$ cat src/rtl/core/tgu_blend.sv
// Two-stage linear blend: a*(1-f) + b*f, rounded half up.
module tgu_blend #(
  parameter int S = 24,
  parameter int F = 16
) (
  input  logic                clk,
  input  logic                rst,
  input  logic                start,
  input  logic signed [S-1:0] a,
  input  logic signed [S-1:0] b,
  input  logic [F-1:0]        f,
  output logic                done,
  output logic signed [S-1:0] y
);

  localparam int T = S + F + 2;
  localparam logic signed [T-1:0] HALF = T'(1) <<< (F - 1);

  logic signed [S:0]   diff;
  logic signed [F:0]   fs;
  logic signed [T-1:0] prod;
  logic signed [S-1:0] a_q;
  logic                s1_valid;
  logic signed [T-1:0] t;

  assign diff = $signed({b[S-1], b}) - $signed({a[S-1], a});
  assign fs   = $signed({1'b0, f});
  assign t    = (T'(a_q) <<< F) + prod + HALF;

  // Stage one multiplies the difference, stage two adds and shifts.
  always_ff @(posedge clk) begin
    if (rst) begin
      s1_valid <= 1'b0;
      done     <= 1'b0;
    end else begin
      s1_valid <= start;
      done     <= s1_valid;
    end
    if (start) begin
      prod <= T'(diff * fs);
      a_q  <= a;
    end
    if (s1_valid) begin
      y <= S'(t >>> F);
    end
  end

endmodule

$ cat config.mk
export PLATFORM = sky130hd
export DESIGN_NAME = tgu_blend
export DESIGN_NICKNAME = d
export VERILOG_FILES = /design/src/rtl/core/tgu_blend.sv
export SDC_FILE = /design/constraint.sdc
export NUM_CORES = 1
export LEC_CHECK = 0
export ABC_AREA = 1
export BUFFER_PORTS_ARGS = -buffer_cell sky130_fd_sc_hd__buf_2
export CELL_PAD_IN_SITES_DETAIL_PLACEMENT = 1
export CELL_PAD_IN_SITES_GLOBAL_PLACEMENT = 1
export CORE_UTILIZATION = 45
export DETAILED_ROUTE_END_ITERATION = 7
export PLACE_DENSITY_LB_ADDON = 0.1
export SLEW_MARGIN = 20
export SYNTH_ARGS = -nofsm -noshare
export SYNTH_HDL_FRONTEND = slang
export SYNTH_SLANG_ARGS = --single-unit
$ cat constraint.sdc
create_clock -name clk -period 23 [get_ports clk]
set_input_delay 4.6 -clock clk [delete_from_list [all_inputs] [get_ports clk]]
set_output_delay 4.6 -clock clk [all_outputs]
set_load 0.01 [all_outputs]
==> run metrics <==
critical path fanouts, max=10; Post CTS Setup Buffer Count=0; post-CTS resize count=0; CP Class=primary input to flip-flop; CP endpoint kind=flip-flop; reg2reg path depth=8; fraction of registers with async set or reset after synthesis=0%; WL per Instance=22.1 um; drc violations=0; Syn Inst Count=2387; initial drt markers=1060; GR Layer Usage met2=around 54%; Post-DP HPWL=58300 um; Synth area leaders=fa_1 38%, inv_1 12%, edfxtp_1 11%, ha_1 9.2%, nand2_1 7.0%; DIE WIDTH=210 um; initial antenna violation count=0; worst rel slew slack=~28%; CTS sink cnt=75; drt pass-1 iters=5; Die Span Y=210 um; Worst Hold Class=flip-flop to flip-flop; Syn Nets=2971; Yosys top cell area share=between 30% and 40%; TNS Setup=0 ns; sequential share of the synthesized area=between 10% and 20%; Clock Latency Late Sink=between 0.3 and 0.4 ns; htree depth=3; Port Buffers=91; crit path max-delay cell type=fa_1; post-synth cell types=54; RSZ-0062 raised after global routing=false; Final ANT Viol Nets=0; Initial Utilization=a little under half; vias in the first global route=around 18k; drt via density=roughly 5.4; met1 usage=42.8%; I/O pin cnt=92; hold depth=2; nature of the critical path startpoint=primary input; Congestion Overflow GR=0; total CTS buffers=9; fmax=0.0818 GHz; via count=16.4k; Antenna diodes=0; Clock Tree Root=clkbuf_16; Mapped Area=about 0.019 sq mm; Period minus WS final=12.23 ns; Max Slew Vio Count=0; DRT Wirelength=67200 um; Total Die Area=about 0.044 sq mm; area growth from synthesis to layout=7.19%; Rows=75; Worst EP arrival=roughly 12 ns; Top FF cell, synth=edfxtp_1; final hold vios=0; M3 GR Usage=2.43%; CTS tree=done; first-pass GRT wire length=105000 um; CP required=23.11 ns; share of cells above drive strength 1=7.36%; EDFF count, synth=73; Yosys reg bits=75; Syn Area/Cell=roughly 8 sq um; Final period util=a little over half; final net count=3038; gp weighted congestion=0.979; buffers from clock root to sink, at most=2; Yosys warning total=0; largest net degree at the start of global routing=51; biggest area consumer among synthesized cells=fa_1; Max Cap Violations=0; setup violators final=0; Core Area=0.0423 sq mm; most used cell along the critical path=inv_1; GRT Total Usage=between 30% and 40%; Worst Skew=roughly 0.011 ns; slew of the pin with the lowest slew margin=1.07 ns; slowest cell delay on critical path=0.55 ns; status=complete, no violations; Filler cells=~5.2k; Clk pin slew, worst setup/hold paths=0.07 ns; most used routing layer in global routing=met2; # hold bufs at CTS=0
==> cell type report <==
| type | instances | area, sq um | area share (%) |
|---|---|---|---|
| Multi-Input combinational cell | 1654 | 14700 | 70.6 |
| Inverter | 606 | 2270 | 10.9 |
| Sequential cell | 75 | 2230 | 10.7 |
| Tap cell | 577 | 722 | 3.46 |
| Timing Repair Buffer | 108 | 583 | 2.79 |
| Clock buffer | 9 | 225 | 1.08 |
| Clock inverter | 7 | 92.6 | 0.444 |
==> critical path: cells and delay by family <==
family	cells	cell delay, ns
adders and majority gates	8	3.81
and+or+nand+nor	11	2.26
AOI/OAI and AO/OA	3	1.01
buffers and inverters	9	0.62
==> sequential cells by signal (all words and copies together) (netlist names) <==
signal and cells:
done 1, s1_valid 1, a_q 24, y 24, prod 25
==> cells by family (layout without fill, tap and decap cells) <==
logic type | Yosys count | count (layout) | share of synthesized area, %
adder cells (fa/ha/maj) | 517 | 517 | 47.6
flip-flops | 75 | 75 | 11.5
XOR/XNOR | 66 | 66 | 3.10
AO/OA/AOI/OAI | 189 | 189 | 5.60
buffers and inverters | 658 | 730 | 12.8
AND/OR/NAND/NOR | 882 | 882 | 19.4
==> layer usage <==
| layer | vias up | wire length (um) |
|---|---|---|
| li1 | 7305 | - |
| met3 | 90 | 3500 |
| met5 | - | 0 |
| met2 | 465 | 32700 |
| met1 | 8501 | 29100 |
| met4 | 0 | 1900 |
==> Yosys cell counts (9+ instances only) <==
cell / number
nand2_2: 13
nor2_1: 294
nand2_1: 365
a31oi_1: 9
nand3b_1: 10
xor2_1: 44
clkbuf_1: 40
nand3_1: 126
xnor2_1: 20
nand4_1: 9
or2_2: 15
edfxtp_1: 73
fa_1: 374
a21o_1: 16
inv_1: 599
o21ai_0: 51
nor3_1: 19
ha_1: 143
a21oi_1: 87
==> path summary, 6_finish.rpt <==
kind,startpoint,end,slack (ns)
min,a_q[23],y[23],0.71
max,a[12],prod[39],10.77
min reg2reg,a_q[23],y[23],0.71
max reg2reg,a_q[4],y[23],20.30
==> cell usage in the layout, fill, tap and decap left out, types with 4 or more instances in the layout <==
| master | instances |
|---|---|
| inv_1 | 599 |
| fa_1 | 374 |
| nand2_1 | 365 |
| nor2_1 | 294 |
| ha_1 | 143 |
| nand3_1 | 126 |
| buf_2 | 91 |
| a21oi_1 | 87 |
| edfxtp_1 | 73 |
| o21ai_0 | 51 |
| xor2_1 | 44 |
| xnor2_1 | 20 |
| nor3_1 | 19 |
| buf_4 | 17 |
| a21o_1 | 16 |
| or2_2 | 15 |
| nand2_2 | 13 |
| nand3b_1 | 10 |
| a31oi_1 | 9 |
| nand4_1 | 9 |
| clkbuf_16 | 9 |
| nor4_1 | 7 |
| nand2_4 | 5 |
| or2_1 | 5 |
| clkinv_1 | 4 |
| o21bai_1 | 4 |
==> stage by stage <==
| stage | area [sq um] | utilization (%) | std cells | hold slack, ns | setup slack, ns |
|---|---|---|---|---|---|
| finish | 20900 | 49.3 | 3036 | 0.714 | 10.77 |
| detailed placement | 20600 | 48.6 | 3020 | 0.672 | 10.48 |
| global placement | 20600 | 48.6 | 3020 | 0.660 | 10.50 |
| floorplan | 19500 | - | 2387 | 0.630 | 11.94 |
| CTS | 20900 | 49.3 | 3036 | 0.703 | 10.84 |
| global route | 20900 | 49.3 | 3036 | 0.749 | 10.33 |
Power is not shown: default switching activity piles up to over one toggle a cycle in this logic, so the estimate is an artifact.
