File: src/rtl/core/tgu_div.sv
// Per-axis setup: corner indices and fraction by bit-serial restoring division.
module tgu_div #(
  parameter int PB = 8,
  parameter int CB = 5,
  parameter int F  = 16
) (
  input  logic          clk,
  input  logic          rst,
  input  logic          start,
  input  logic [PB-1:0] pos,
  input  logic [PB-1:0] d,
  input  logic [CB-1:0] cs_m1,
  output logic          done,
  output logic [CB-1:0] lo,
  output logic [CB-1:0] hi,
  output logic [F-1:0]  frac
);

  localparam int NB = PB + CB;
  localparam int DW = NB + F;
  localparam int CW = $clog2(DW + 1);

  logic [DW-1:0] dvd;
  logic [PB-1:0] rem;
  logic [CW-1:0] cnt;
  logic          busy;
  logic [PB:0]   trial;
  logic          ge;
  logic [NB-1:0] num;
  logic [NB-1:0] i0;

  assign num   = NB'(pos) * NB'(cs_m1);
  assign trial = {rem, dvd[DW-1]};
  assign ge    = trial >= {1'b0, d};

  // The quotient of (num << F) / d holds the index over the fraction.
  always_ff @(posedge clk) begin
    if (rst) begin
      busy <= 1'b0;
      done <= 1'b0;
      cnt  <= '0;
    end else begin
      done <= !start && busy && (cnt == CW'(1));
      if (start) begin
        busy <= 1'b1;
        cnt  <= CW'(DW);
        rem  <= '0;
        dvd  <= DW'(num) << F;
      end else if (busy) begin
        rem <= ge ? PB'(trial - {1'b0, d}) : PB'(trial);
        dvd <= {dvd[DW-2:0], ge};
        cnt <= cnt - CW'(1);
        if (cnt == CW'(1)) begin
          busy <= 1'b0;
        end
      end
    end
  end

  // Clamp the lower corner and derive the upper one.
  assign i0   = dvd[DW-1:F];
  assign lo   = (i0 > NB'(cs_m1)) ? cs_m1 : CB'(i0);
  assign hi   = (lo < cs_m1) ? lo + CB'(1) : cs_m1;
  assign frac = dvd[F-1:0];

endmodule

File: config.mk
export PLATFORM = sky130hd
export DESIGN_NAME = tgu_div
export DESIGN_NICKNAME = d
export VERILOG_FILES = /design/src/rtl/core/tgu_div.sv
export SDC_FILE = /design/constraint.sdc
export NUM_CORES = 1
export LEC_CHECK = 0
export BUFFER_PORTS_ARGS = -buffer_cell sky130_fd_sc_hd__buf_2
export CORE_AREA = 4 4 92 94
export CTS_CLUSTER_DIAMETER = 100
export DETAILED_ROUTE_END_ITERATION = 16
export DIE_AREA = 0 0 96 98
export GPL_TIMING_DRIVEN = 0
export PLACE_DENSITY = 0.76
export SLEW_MARGIN = 0
export SYNTH_ARGS = -nofsm -noshare
export SYNTH_HDL_FRONTEND = slang
export SYNTH_SLANG_ARGS = --single-unit
File: constraint.sdc
create_clock -name clk -period 4 [get_ports clk]
set_input_delay 0.4 -clock clk [delete_from_list [all_inputs] [get_ports clk]]
set_output_delay 0.4 -clock clk [all_outputs]
set_load 0.01 [all_outputs]
==> impl_results.md <==
- R2r setup slk: 1.47 ns
- Root buf cell: clkbuf_8
- EDFF count, synth: 37
- Global Route Usage Sum: 18.7%
- Endpoints failing setup: 0
- Most frequent cells in the layout: buf_2 (47), inv_1 (46), ha_1 (37), edfxtp_1 (37), nand2_1 (32)
- Fmax: 0.256 GHz
- Syn Area/Cell: 9.40 um2
- Area grow syn2layout: 16.0%
- Arrival @ worst endpoint: 3.95 ns
- Diode count: 0
- Clock edge transition at the registers on the reported setup and hold paths: 0.08 ns
- Final core utilization: 60.9%
- Via count: 3203
- Status: finished clean
- Crit. End Element: flop
- Post-route setup TNS: 0 ns
- Die height: 98 um
- RSZ-0062 raised after global routing: yes
- Filler cell count: 672
- Sw power: 0.528 mW
- Slowest CP cell: fa_1
- Site Rows: 32
- Maximum vdd drop: 0.260 mV
- Clock share of power: 18.6%
- Sequential element share of the synthesized area: 31.2%
- # IOs: 51
- Slowest stage delay, CP: 0.58 ns
- Skew-Pair Late Insertion Delay: 0.30 ns
- Storage cell area: 0.00125 mm2
- Sw frac: 34.3%
- P_leak: 2.07 nW
- Final Instance Area: 0.00466 mm2
- Combinational Power Share: 43.6%
- Asr flop ratio synth: 0%
- Vias per cell: 5.45
- Nets: 569
- Min-Delay Path Class: in -> reg
- Mapped Cells: 427
- Synth cell types: 46
- Min Tclk post-route: 3.90 ns
- Crit-path max FO: 6
- Crit Path Class: in -> reg
- Final HPWL DP: 6.62 mm
- Post-route antenna net violation count: 0
- H-tree level count: 2
- Max-Cap Viols: 0
- Final period util: 97.6%
- Synth Cell Area: 0.00402 mm2
- Worst-path cell chain: clkbuf_4, buf_6, nand2_1, fa_1, fa_1, fa_1, inv_1, ha_4, a211o_1, a21oi_2, a21oi_2, o21a_1, or3_1, a31o_2
- Final hold violations: 0
- Syn_nets: 511
- Sequential Power Share: 37.8%
- CTS tree: built
- First-pass GRT wire length: 14.4 mm
- CTS Buf Count: 5
- WP buf/inv: 3
- Vias in the first global route: 3123
- Slew headroom: 62.2%
- Warnings, synthesis: 0
- CP startpoint kind: input pin
- Final cell count without fillers: 588
- Cell count after placement: 577
- Worst path top cell family by delay: adder cells
- Hold-fix buffers, CTS: 0
- Max-slew violations: 0
- Number of detailed-route iterations in the first pass: 4
- Worst-Margin Slew: 0.568 ns
- Final clock skew: 0.00984 ns
- Critical path's most frequent cell: fa_1
- Power Dens Cells: 331 mW/mm2
- Clock buffer depth: 2
- Initial DRC count: 106
- Final WL: 8.59 mm
- Largest net degree at the start of global routing: 22
- Power Internal: 1.01 mW
- Area of the multi-input gates: 0.00251 mm2
- Gpl congestion: 0.865
- Die Span X: 96 um
- Initial antenna violation count: 0
- Required time worst endpoint: 4.05 ns
- GRT overflow: 0
- Layout cell share with drive strength beyond 1: 22.8%
- Die area: 0.00941 mm2
- Num Clock Sinks: 44
- Post-route DRC: 0
- Core area: 0.00765 mm2
- Commonest non-fill, non-tap cell in the layout: buf_2
- Count of state elements after synthesis: 44
- Main synth FF type: edfxtp_1
- Initial core utilization: 52.5%
- Post-DP Area: 0.00445 mm2
- Post-DR wirelength/cell: 14.6 um
- IO buf count: 47
[worst register-to-register path: stages, from the launching register on]
cell and delay (ns):
edfxtp_1 0.43, ha_1 0.31, nor2b_4 0.13, o31a_1 0.27
o31a_1 0.31, o41ai_4 0.35, buf_6 0.21, mux2i_1 0.20
nor2_1 0.05
[final cells by class]
cell class,instances,area share [%]
multi-input cells,306,54.0
flip-flops and latches,44,26.9
repair buffers,53,6.45
plain buffers,29,4.22
inverters,46,3.71
well taps,102,2.74
clock buffers,7,1.85
clock inverters,1,0.161
[cell usage after synthesis (6+ instances only)]
cell	number	area share [%]
a21oi_1	19	2.4
nor3_1	11	1.4
a211oi_1	6	1.1
inv_1	46	4.3
nor2b_1	19	3.0
nand3_1	6	0.75
nand2_1	33	3.1
dfxtp_1	7	3.5
clkbuf_1	14	1.3
ha_1	41	13
edfxtp_1	37	28
buf_4	16	3.0
nor2_1	21	2.0
xnor2_1	9	2.0
fa_1	19	9.5
o21a_1	7	1.3
and2_1	25	3.9
o21ai_0	25	3.1
[timing repair]
action / in CTS / in global routing
pin swaps: 1 / 12
endpoints found under the setup margin: 7 / 8
buffers inserted: 1 / 3
cloned: 0 / 1
resized for setup: 6 / 25
[sequential cells by signal, indices dropped and copies added (netlist names)]
| register | cells |
|---|---|
| dvd | 29 |
| rem | 8 |
| cnt | 5 |
| done | 1 |
| busy | 1 |
[power by group through the flow]
stage / Combinational [mW] / Sequential, mW / Clock (mW)
detailed placement: 0.629 / 0.595 / 0
floorplan: 0.486 / 0.586 / 0
global route: 0.758 / 0.587 / 0.317
global placement: 0.602 / 0.596 / 0
CTS: 0.637 / 0.583 / 0.298
finish: 0.670 / 0.582 / 0.286
[metrics by stage]
stage | hold WS [ns] | power (mW) | setup WS, ns
CTS | 0.493 | 1.52 | 0.0102
global placement | 0.506 | 1.20 | -0.454
detailed placement | 0.518 | 1.22 | -0.415
global route | 0.544 | 1.66 | -0.0712
floorplan | 0.485 | 1.07 | 0.0273
finish | 0.498 | 1.54 | 0.0958
[kinds of logic (layout without fill, tap and decap cells)]
logic type,after synthesis,in the layout,share of synthesized area [%]
multiplexers,10,10,2.65
adder cells (fa/ha/maj),60,60,22.2
buffers and inverters,77,136,8.88
AND/OR/NAND/NOR,141,141,18.6
XOR/XNOR,11,11,2.40
flip-flops,44,44,31.2
AO/OA/AOI/OAI,84,84,14.0
[metal layers]
| metal | part of all wire [%] | vias to the layer above | global-route usage, % |
|---|---|---|---|
| met4 | 0.97 | 0 | 3.28 |
| met5 | 0 | - | 0 |
| met3 | 3.5 | 12 | 2.08 |
| met2 | 49 | 74 | 31.1 |
| met1 | 46 | 1528 | 26.3 |
| li1 | - | 1589 | - |
[path summary, 6_finish.rpt]
| kind | from | to | cells after the start |
|---|---|---|---|
| min reg2reg | cnt[1]$_SDFFE_PP0P_ | cnt[1]$_SDFFE_PP0P_ | 2 |
| min | rst | cnt[2]$_SDFFE_PP0N_ | 2 |
| max reg2reg | rem[0]$_SDFFCE_PP0P_ | rem[3]$_SDFFCE_PP0P_ | 8 |
| max | cs_m1[2] | dvd[26]$_DFFE_PP_ | 14 |
Power figures use the tool's default switching activity.
